$ cat config.mk
export PLATFORM = sky130hd
export DESIGN_NAME = terrain_layer_alpha_blend
export DESIGN_NICKNAME = d
export VERILOG_FILES = /design/src/tlab_pkg.sv /design/src/terrain_layer_alpha_blend.sv /design/src/tlab_layer.sv
export SDC_FILE = /design/constraint.sdc
export NUM_CORES = 2
export LEC_CHECK = 0
export ABC_AREA = 0
export BUFFER_PORTS_ARGS = -buffer_cell sky130_fd_sc_hd__buf_2
export CORE_MARGIN = 2
export CORE_UTILIZATION = 35
export CTS_BUF_LIST = sky130_fd_sc_hd__clkbuf_4
export CTS_CLUSTER_SIZE = 10
export DETAILED_ROUTE_END_ITERATION = 7
export SYNTH_ARGS = -nofsm -noshare
export SYNTH_HDL_FRONTEND = slang
export SYNTH_SLANG_ARGS = --single-unit
$ cat constraint.sdc
create_clock -name clk -period 6.88 [get_ports clk]
set_input_delay 1.376 -clock clk [delete_from_list [all_inputs] [get_ports clk]]
set_output_delay 1.376 -clock clk [all_outputs]
set_load 0.02 [all_outputs]
$ cat src/tlab_pkg.sv
package tlab_pkg;

	localparam int unsigned NUM_LAYERS = 3;
	localparam int unsigned CHAN_W     = 8;
	localparam int unsigned NUM_CHAN   = 3;
	localparam int unsigned COLOR_W    = CHAN_W * NUM_CHAN;
	localparam int unsigned SUM_W      = 2 * CHAN_W;
	localparam logic [CHAN_W-1:0] CHAN_MAX = 8'd255;

	typedef logic [COLOR_W-1:0] color_t;
	typedef logic [CHAN_W-1:0] alpha_t;

	// overlays still to be applied sit from element 0 upwards
	typedef struct packed {
		color_t [NUM_LAYERS-1:0] ov_color;
		alpha_t [NUM_LAYERS-1:0] ov_alpha;
		color_t                  pix;
	} item_t;

	// floor(t / 255) for any 16-bit t whose quotient fits in 8 bits (t <= 65279)
	function automatic logic [CHAN_W-1:0] div255(input logic [SUM_W-1:0] t);
		logic [SUM_W:0] s;
		s = {1'b0, t} + {{SUM_W{1'b0}}, 1'b1} + {{(CHAN_W+1){1'b0}}, t[SUM_W-1:CHAN_W]};
		return s[SUM_W-1:CHAN_W];
	endfunction

endpackage

$ cat src/terrain_layer_alpha_blend.sv
// channel   dir  bits  contents (lowest bit up)
// s_axis    in   120   base_color, overlay1..3_color, overlay1..3_alpha
// m_axis    out  24    blended_color
//
// one pixel per clock while the output is not stalled, output taken straight from the last stage register
// each overlay is a two-stage unit: multiply-add, then divide by 255
// reset clears the valid bits only, data registers are not reset
// per-stage ready lets a bubble close up while the output is stalled
module terrain_layer_alpha_blend (
	input  logic         clk,
	input  logic         arst_n,
	input  logic         s_axis_tvalid,
	output logic         s_axis_tready,
	input  logic [119:0] s_axis_tdata,  // base_color, overlay1_color, overlay2_color,
	                                    // overlay3_color, overlay1_alpha, overlay2_alpha,
	                                    // overlay3_alpha
	output logic         m_axis_tvalid,
	input  logic         m_axis_tready,
	output logic [23:0]  m_axis_tdata   // blended_color
);

	tlab_pkg::item_t [tlab_pkg::NUM_LAYERS:0] item;
	logic [tlab_pkg::NUM_LAYERS:0]            valid;
	logic [tlab_pkg::NUM_LAYERS:0]            ready;

	assign item[0].pix         = s_axis_tdata[23:0];
	assign item[0].ov_color[0] = s_axis_tdata[47:24];
	assign item[0].ov_color[1] = s_axis_tdata[71:48];
	assign item[0].ov_color[2] = s_axis_tdata[95:72];
	assign item[0].ov_alpha[0] = s_axis_tdata[103:96];
	assign item[0].ov_alpha[1] = s_axis_tdata[111:104];
	assign item[0].ov_alpha[2] = s_axis_tdata[119:112];

	assign valid[0]      = s_axis_tvalid;
	assign s_axis_tready = ready[0];

	for (genvar g = 0; g < tlab_pkg::NUM_LAYERS; g++) begin : g_layer
		tlab_layer u_layer (
			.clk       (clk),
			.arst_n    (arst_n),
			.in_valid  (valid[g]),
			.in_ready  (ready[g]),
			.in_item   (item[g]),
			.out_valid (valid[g+1]),
			.out_ready (ready[g+1]),
			.out_item  (item[g+1])
		);
	end

	assign m_axis_tvalid                 = valid[tlab_pkg::NUM_LAYERS];
	assign ready[tlab_pkg::NUM_LAYERS]   = m_axis_tready;
	assign m_axis_tdata                  = item[tlab_pkg::NUM_LAYERS].pix;

endmodule

$ cat src/tlab_layer.sv
module tlab_layer (
	input  logic            clk,
	input  logic            arst_n,
	input  logic            in_valid,
	output logic            in_ready,
	input  tlab_pkg::item_t in_item,
	output logic            out_valid,
	input  logic            out_ready,
	output tlab_pkg::item_t out_item
);

	logic                                               valid_s1;
	logic                                               valid_s2;
	logic                                               ready_s1;
	logic                                               ready_s2;
	logic [tlab_pkg::NUM_CHAN-1:0][tlab_pkg::SUM_W-1:0] sum_d;
	logic [tlab_pkg::NUM_CHAN-1:0][tlab_pkg::SUM_W-1:0] sum_s1;
	tlab_pkg::item_t                                    rest_d;
	tlab_pkg::item_t                                    rest_s1;
	tlab_pkg::item_t                                    item_d;
	tlab_pkg::item_t                                    item_s2;
	logic [tlab_pkg::CHAN_W-1:0]                        inv_a;

	assign ready_s2 = !valid_s2 || out_ready;
	assign ready_s1 = !valid_s1 || ready_s2;
	assign in_ready = ready_s1;

	// weighted sum per channel
	always_comb begin
		inv_a = tlab_pkg::CHAN_MAX - in_item.ov_alpha[0];
		for (int c = 0; c < tlab_pkg::NUM_CHAN; c++) begin
			sum_d[c] = {{tlab_pkg::CHAN_W{1'b0}}, in_item.pix[c*tlab_pkg::CHAN_W +: tlab_pkg::CHAN_W]}
				* {{tlab_pkg::CHAN_W{1'b0}}, inv_a}
				+ {{tlab_pkg::CHAN_W{1'b0}},
					in_item.ov_color[0][c*tlab_pkg::CHAN_W +: tlab_pkg::CHAN_W]}
				* {{tlab_pkg::CHAN_W{1'b0}}, in_item.ov_alpha[0]};
		end
		rest_d          = in_item;
		rest_d.ov_color = {{tlab_pkg::COLOR_W{1'b0}},
			in_item.ov_color[tlab_pkg::NUM_LAYERS-1:1]};
		rest_d.ov_alpha = {{tlab_pkg::CHAN_W{1'b0}},
			in_item.ov_alpha[tlab_pkg::NUM_LAYERS-1:1]};
	end

	// scale back by 1/255
	always_comb begin
		item_d = rest_s1;
		for (int c = 0; c < tlab_pkg::NUM_CHAN; c++) begin
			item_d.pix[c*tlab_pkg::CHAN_W +: tlab_pkg::CHAN_W] = tlab_pkg::div255(sum_s1[c]);
		end
	end

	always_ff @(posedge clk or negedge arst_n) begin
		if (!arst_n) begin
			valid_s1 <= 1'b0;
			valid_s2 <= 1'b0;
		end else begin
			if (ready_s1) valid_s1 <= in_valid;
			if (ready_s2) valid_s2 <= valid_s1;
		end
	end

	always_ff @(posedge clk) begin
		if (ready_s1 && in_valid) begin
			sum_s1  <= sum_d;
			rest_s1 <= rest_d;
		end
		if (ready_s2 && valid_s1) begin
			item_s2 <= item_d;
		end
	end

	assign out_valid = valid_s2;
	assign out_item  = item_s2;

endmodule

After elaboration in Yosys (flattened, before gate mapping)
Cells that the tools add are included.
{"block": "word_totals", "reg_bits": 414, "wordCells": 96, "out_inout_bits": 26}
{"block": "op_classes", "n_reduce_logical": 18, "n_mul": 18, "add_sub_neg": 30}
{"op": "8-bit by 8-bit multiplier with 16-bit output", "count": 18}
{"op": "16-bit by 1-bit adder with 16-bit output, second input constant", "count": 9}
{"op": "16-bit adder", "count": 9}
{"op": "16-bit by 8-bit adder with 16-bit output", "count": 9}
{"op": "8-bit subtractor, first input constant", "count": 3}
{"op": "1-bit logical AND", "count": 6}
{"op": "1-bit logical NOT", "count": 6}
{"op": "1-bit logical OR", "count": 6}

Logic depth before layout (Yosys ltp)
{"block": "logic_depth", "depth_word": 8, "mapped_depth": 22}

Cells and area by module
A second synthesis with hierarchy kept.
{"block": "unflattened", "cells_unflattened": 5512, "area_unflattened_um2": 61250.0}
{"mod": "tlab_layer (g_layer[1].u_layer)", "area_each_um2": 20483.4, "cells_per_inst": 1852, "n_inst": 1}
{"mod": "tlab_layer (g_layer[0].u_layer)", "area_each_um2": 20442.1, "cells_per_inst": 1843, "n_inst": 1}
{"mod": "tlab_layer (g_layer[2].u_layer)", "area_each_um2": 20324.5, "cells_per_inst": 1817, "n_inst": 1}

Worst setup path after synthesis
No wires, ideal clock.
{"block": "synth_path", "path_type": "input-to-reg", "startpoint": "input s_axis_tdata[99]", "endpoint": "register g_layer[0].u_layer.sum_s1[31] (netlist name) (data pin)", "setup_ps": 137, "path_slack_ps": 497, "stages": 17, "required_ps": 6743, "arrival_time_ps": 6246, "path_buffers": 2, "path_cell_list": "clkbuf_1 > clkbuf_1 > and2_1 > fa_1 > fa_1 > fa_1 > fa_1 > fa_1 > inv_1 > fa_1 > inv_1 > ha_1 > a21o_1 > a21oi_1 > a31oi_1 > or4_1 > nand4_1"}
{"element": "start: declaration", "line_no": "terrain_layer_alpha_blend.sv:14", "source": "input logic [119:0] s_axis_tdata,"}
{"element": "end signal: assignment", "line_no": "tlab_layer.sv:65", "source": "sum_s1 <= sum_d;"}
{"element": "end: declaration", "line_no": "tlab_layer.sv:17", "source": "logic [tlab_pkg::NUM_CHAN-1:0][tlab_pkg::SUM_W-1:0] sum_s1;"}

==> flow_summary.toml <==
[clocking]
postCtsHoldBufs = 0
clk_latency_ns = 1.04
cts_tree = "done"
clock-sinks = 414
ctsResizeCount = 0
h-tree-depth = 3
clkSlewWorstSetupHoldPaths_ns = 0.07
cts_setup_buffers = 0
cts_root_buf = "clkbuf_4"
cts_buffers = 116
clockBufferDepth = 3

[synth]
synthCells = 5218
yosysSeqAreaShare_pct = 22.65
synthesis.area_um2 = 54760
synth-seq-cells = 414
synth.distinct_cells = 74
synth_edf_count = 408
avgSynthCellArea_um2 = 10.49
yosys_warnings = 0
async_flop_share_pct = 1.449
synthFlopType = "edfxtp_1"

[worst_setup_path]
crit_slowest_cell = "edfxtp_1"
end_kind = "flip-flop"
path_buf_inv = 4
critPathMaxFanout = 20
cp.arrival_ns = 6.91
crit_type = "reg2reg"
crit_family = "adder cells"
cp_common_cell = "fa_1"
cpPeakStageDelay_ns = 0.95
cp.required_ns = 7.61
critPathLaunchType = "flip-flop"
crit_chain = "buf_4 > nand2b_1 > fa_1 > fa_1 > inv_1 > fa_1 > fa_1 > fa_1 > inv_1 > fa_1 > inv_1 > ha_1 > or3_1 > o211ai_1 > a31oi_1 > nor2_1 > xnor2_1"

[floorplan]
fp.dieW_um = 399.5
rows = 145
initial_core_util_pct = 35.14
io_pins = 150
coreArea_um2 = 155800
die_h_um = 399.5
die-area_um2 = 159600

[global_route]
overflow = 0
grt_max_degree = 61
grt_pass1_vias = 37540
grt_pass1_wl_um = 193400
grt_use_total_pct = 15.07
antenna_found_initial = 7

[route]
route.detailed.drc = 0
wire_per_inst_um = 15.24
routed_wl_um = 115300
viasPerCell = 4.615
drt_iter0_markers = 1465
vias = 34930
ant_nets = 0
drt_first_pass_iters = 5

[placement]
gp_congestion = 0.8407
dp_hpwl_um = 91710
io_buffers = 149

[min_path]
min-delay-path-class = "in2async"

[sta]
slew_headroom_pct = 32.49
slew_violations = 0
setup_tns_ns = 0
fmax_mhz = 162.0
finalSetupViolations = 0
rsz0062_at_grt = "false"
fin_crit_ns = 6.172
worst_slew_pin_slew_ns = 1.013
finalHoldViolCount = 0
skew_ns = 0.09962
post-route-period-util_pct = 89.71

[status]
outcome = "completed"

[cells_and_area]
nets = 7034
area_delta_synth_final_pct = 8.836
drive_above_1_share_pct = 7.648
fillers = 15430

[flow_run]
maxCapViolations = 0
[metal layers]
metal	GRT usage, %	vias up	share of wire [%]
met4	3.793	4	2.0
met1	19.77	17680	45
met5	0	-	0.023
met2	25.98	598	49
met3	2.240	138	4.3
li1	-	16520	-
[metrics by stage]
step	hold WS, ns	utilization [%]	area [µm²]	cells	setup WS (ns)
after floorplan	0.4003	-	54790	5226	0.4966
after global placement	0.4000	37.35	58210	7365	0.2382
after detailed placement	0.4045	37.35	58210	7365	0.1712
after CTS	0.02954	38.23	59580	7563	0.7022
after global routing	0.06250	38.24	59600	7568	0.4329
final	0.2108	38.24	59600	7568	0.7077
[cells in the final DEF, fill, tap and decap left out, types with 6 or more instances in the layout]
cell	count
inv_1	1221
fa_1	864
ha_1	621
edfxtp_1	408
and2_1	407
nor2b_1	329
nand2b_1	270
nand2_1	227
clkbuf_4	156
buf_2	149
xnor2_1	132
nor2_1	89
a21oi_1	64
o21ai_0	59
xor2_1	56
buf_4	42
a21o_1	41
nand3_1	40
o21a_1	30
a211oi_1	27
clkinv_1	26
and3_1	20
nand4_1	18
nor3_1	17
o211ai_1	13
buf_12	12
a31oi_1	11
o21ai_1	11
clkinv_2	10
mux2_2	9
o21bai_1	9
conb_1	9
dfrtp_1	6
[synthesized netlist by cell type, types with 6 or more instances]
master | number | area, µm²
ha_1 | 621 | 7770
and3_1 | 20 | 125.1
nand2_1 | 227 | 852.1
nor3_1 | 17 | 85.08
nor2b_1 | 331 | 2071
o21a_1 | 30 | 225.2
o21ai_1 | 11 | 55.05
xor2_1 | 56 | 490.5
nand2b_1 | 270 | 1689
dfrtp_1 | 6 | 150.1
fa_1 | 864 | 17300
o211ai_1 | 13 | 97.59
nand4_1 | 18 | 112.6
nand3_1 | 40 | 200.2
and2_1 | 411 | 2571
xnor2_1 | 132 | 1156
nor2_1 | 89 | 334.1
a21oi_1 | 64 | 320.3
clkbuf_1 | 120 | 450.4
o21bai_1 | 9 | 67.56
a211oi_1 | 27 | 202.7
a21o_1 | 41 | 307.8
a31oi_1 | 11 | 68.82
edfxtp_1 | 408 | 12250
o21ai_0 | 59 | 295.3
inv_1 | 1221 | 4583
mux2_2 | 9 | 101.4
[worst paths after layout]
kind	end	from	slack (ns)	cells after the start
worst min register to register	g_layer[0].u_layer.out_item[93]	g_layer[0].u_layer.item_d[93]	0.37	0
max in group asynchronous	g_layer[0].u_layer.out_valid	arst_n	6.51	1
min in group clk	g_layer[0].u_layer.out_item[93]	g_layer[0].u_layer.item_d[93]	0.37	0
worst max register to register	g_layer[2].u_layer.sum_s1[14]	g_layer[1].u_layer.out_item[26]	0.71	17
worst min-delay path	g_layer[1].u_layer.valid_s1	arst_n	0.21	1
worst max-delay path	g_layer[2].u_layer.sum_s1[14]	g_layer[1].u_layer.out_item[26]	0.71	17
[sequential cells by signal, indices dropped and copies added, names as in the netlist]
name / cells
g_layer.u_layer.item_d: 96
g_layer.u_layer.out_valid: 3
g_layer.u_layer.out_item: 168
g_layer.u_layer.valid_s1: 3
g_layer.u_layer.sum_s1: 144
[cells by family after synthesis]
kind of cell    synth area share, %
buf+inv                       9.227
flops                         22.65
fa+ha+maj                     45.78
compound gates                4.026
xor+xnor                      3.007
mux                          0.2034
simple gates                  15.10
other cells                0.006848
[cell type report]
type                       instances  area [µm²]  share of cell area, %
tap                             2058        2575                  4.321
sequential                       414       12400                  20.81
antenna                            5       12.51                0.02099
inverter                        1221        4583                  7.690
clock buffer                     156        1171                  1.965
clock inverter                    42       198.9                 0.3338
multi-input combinational       3469       37350                  62.68
timing repair buffer             203        1301                  2.183
Power is not shown: default switching activity piles up to over one toggle a cycle in this logic, so the estimate is an artifact.
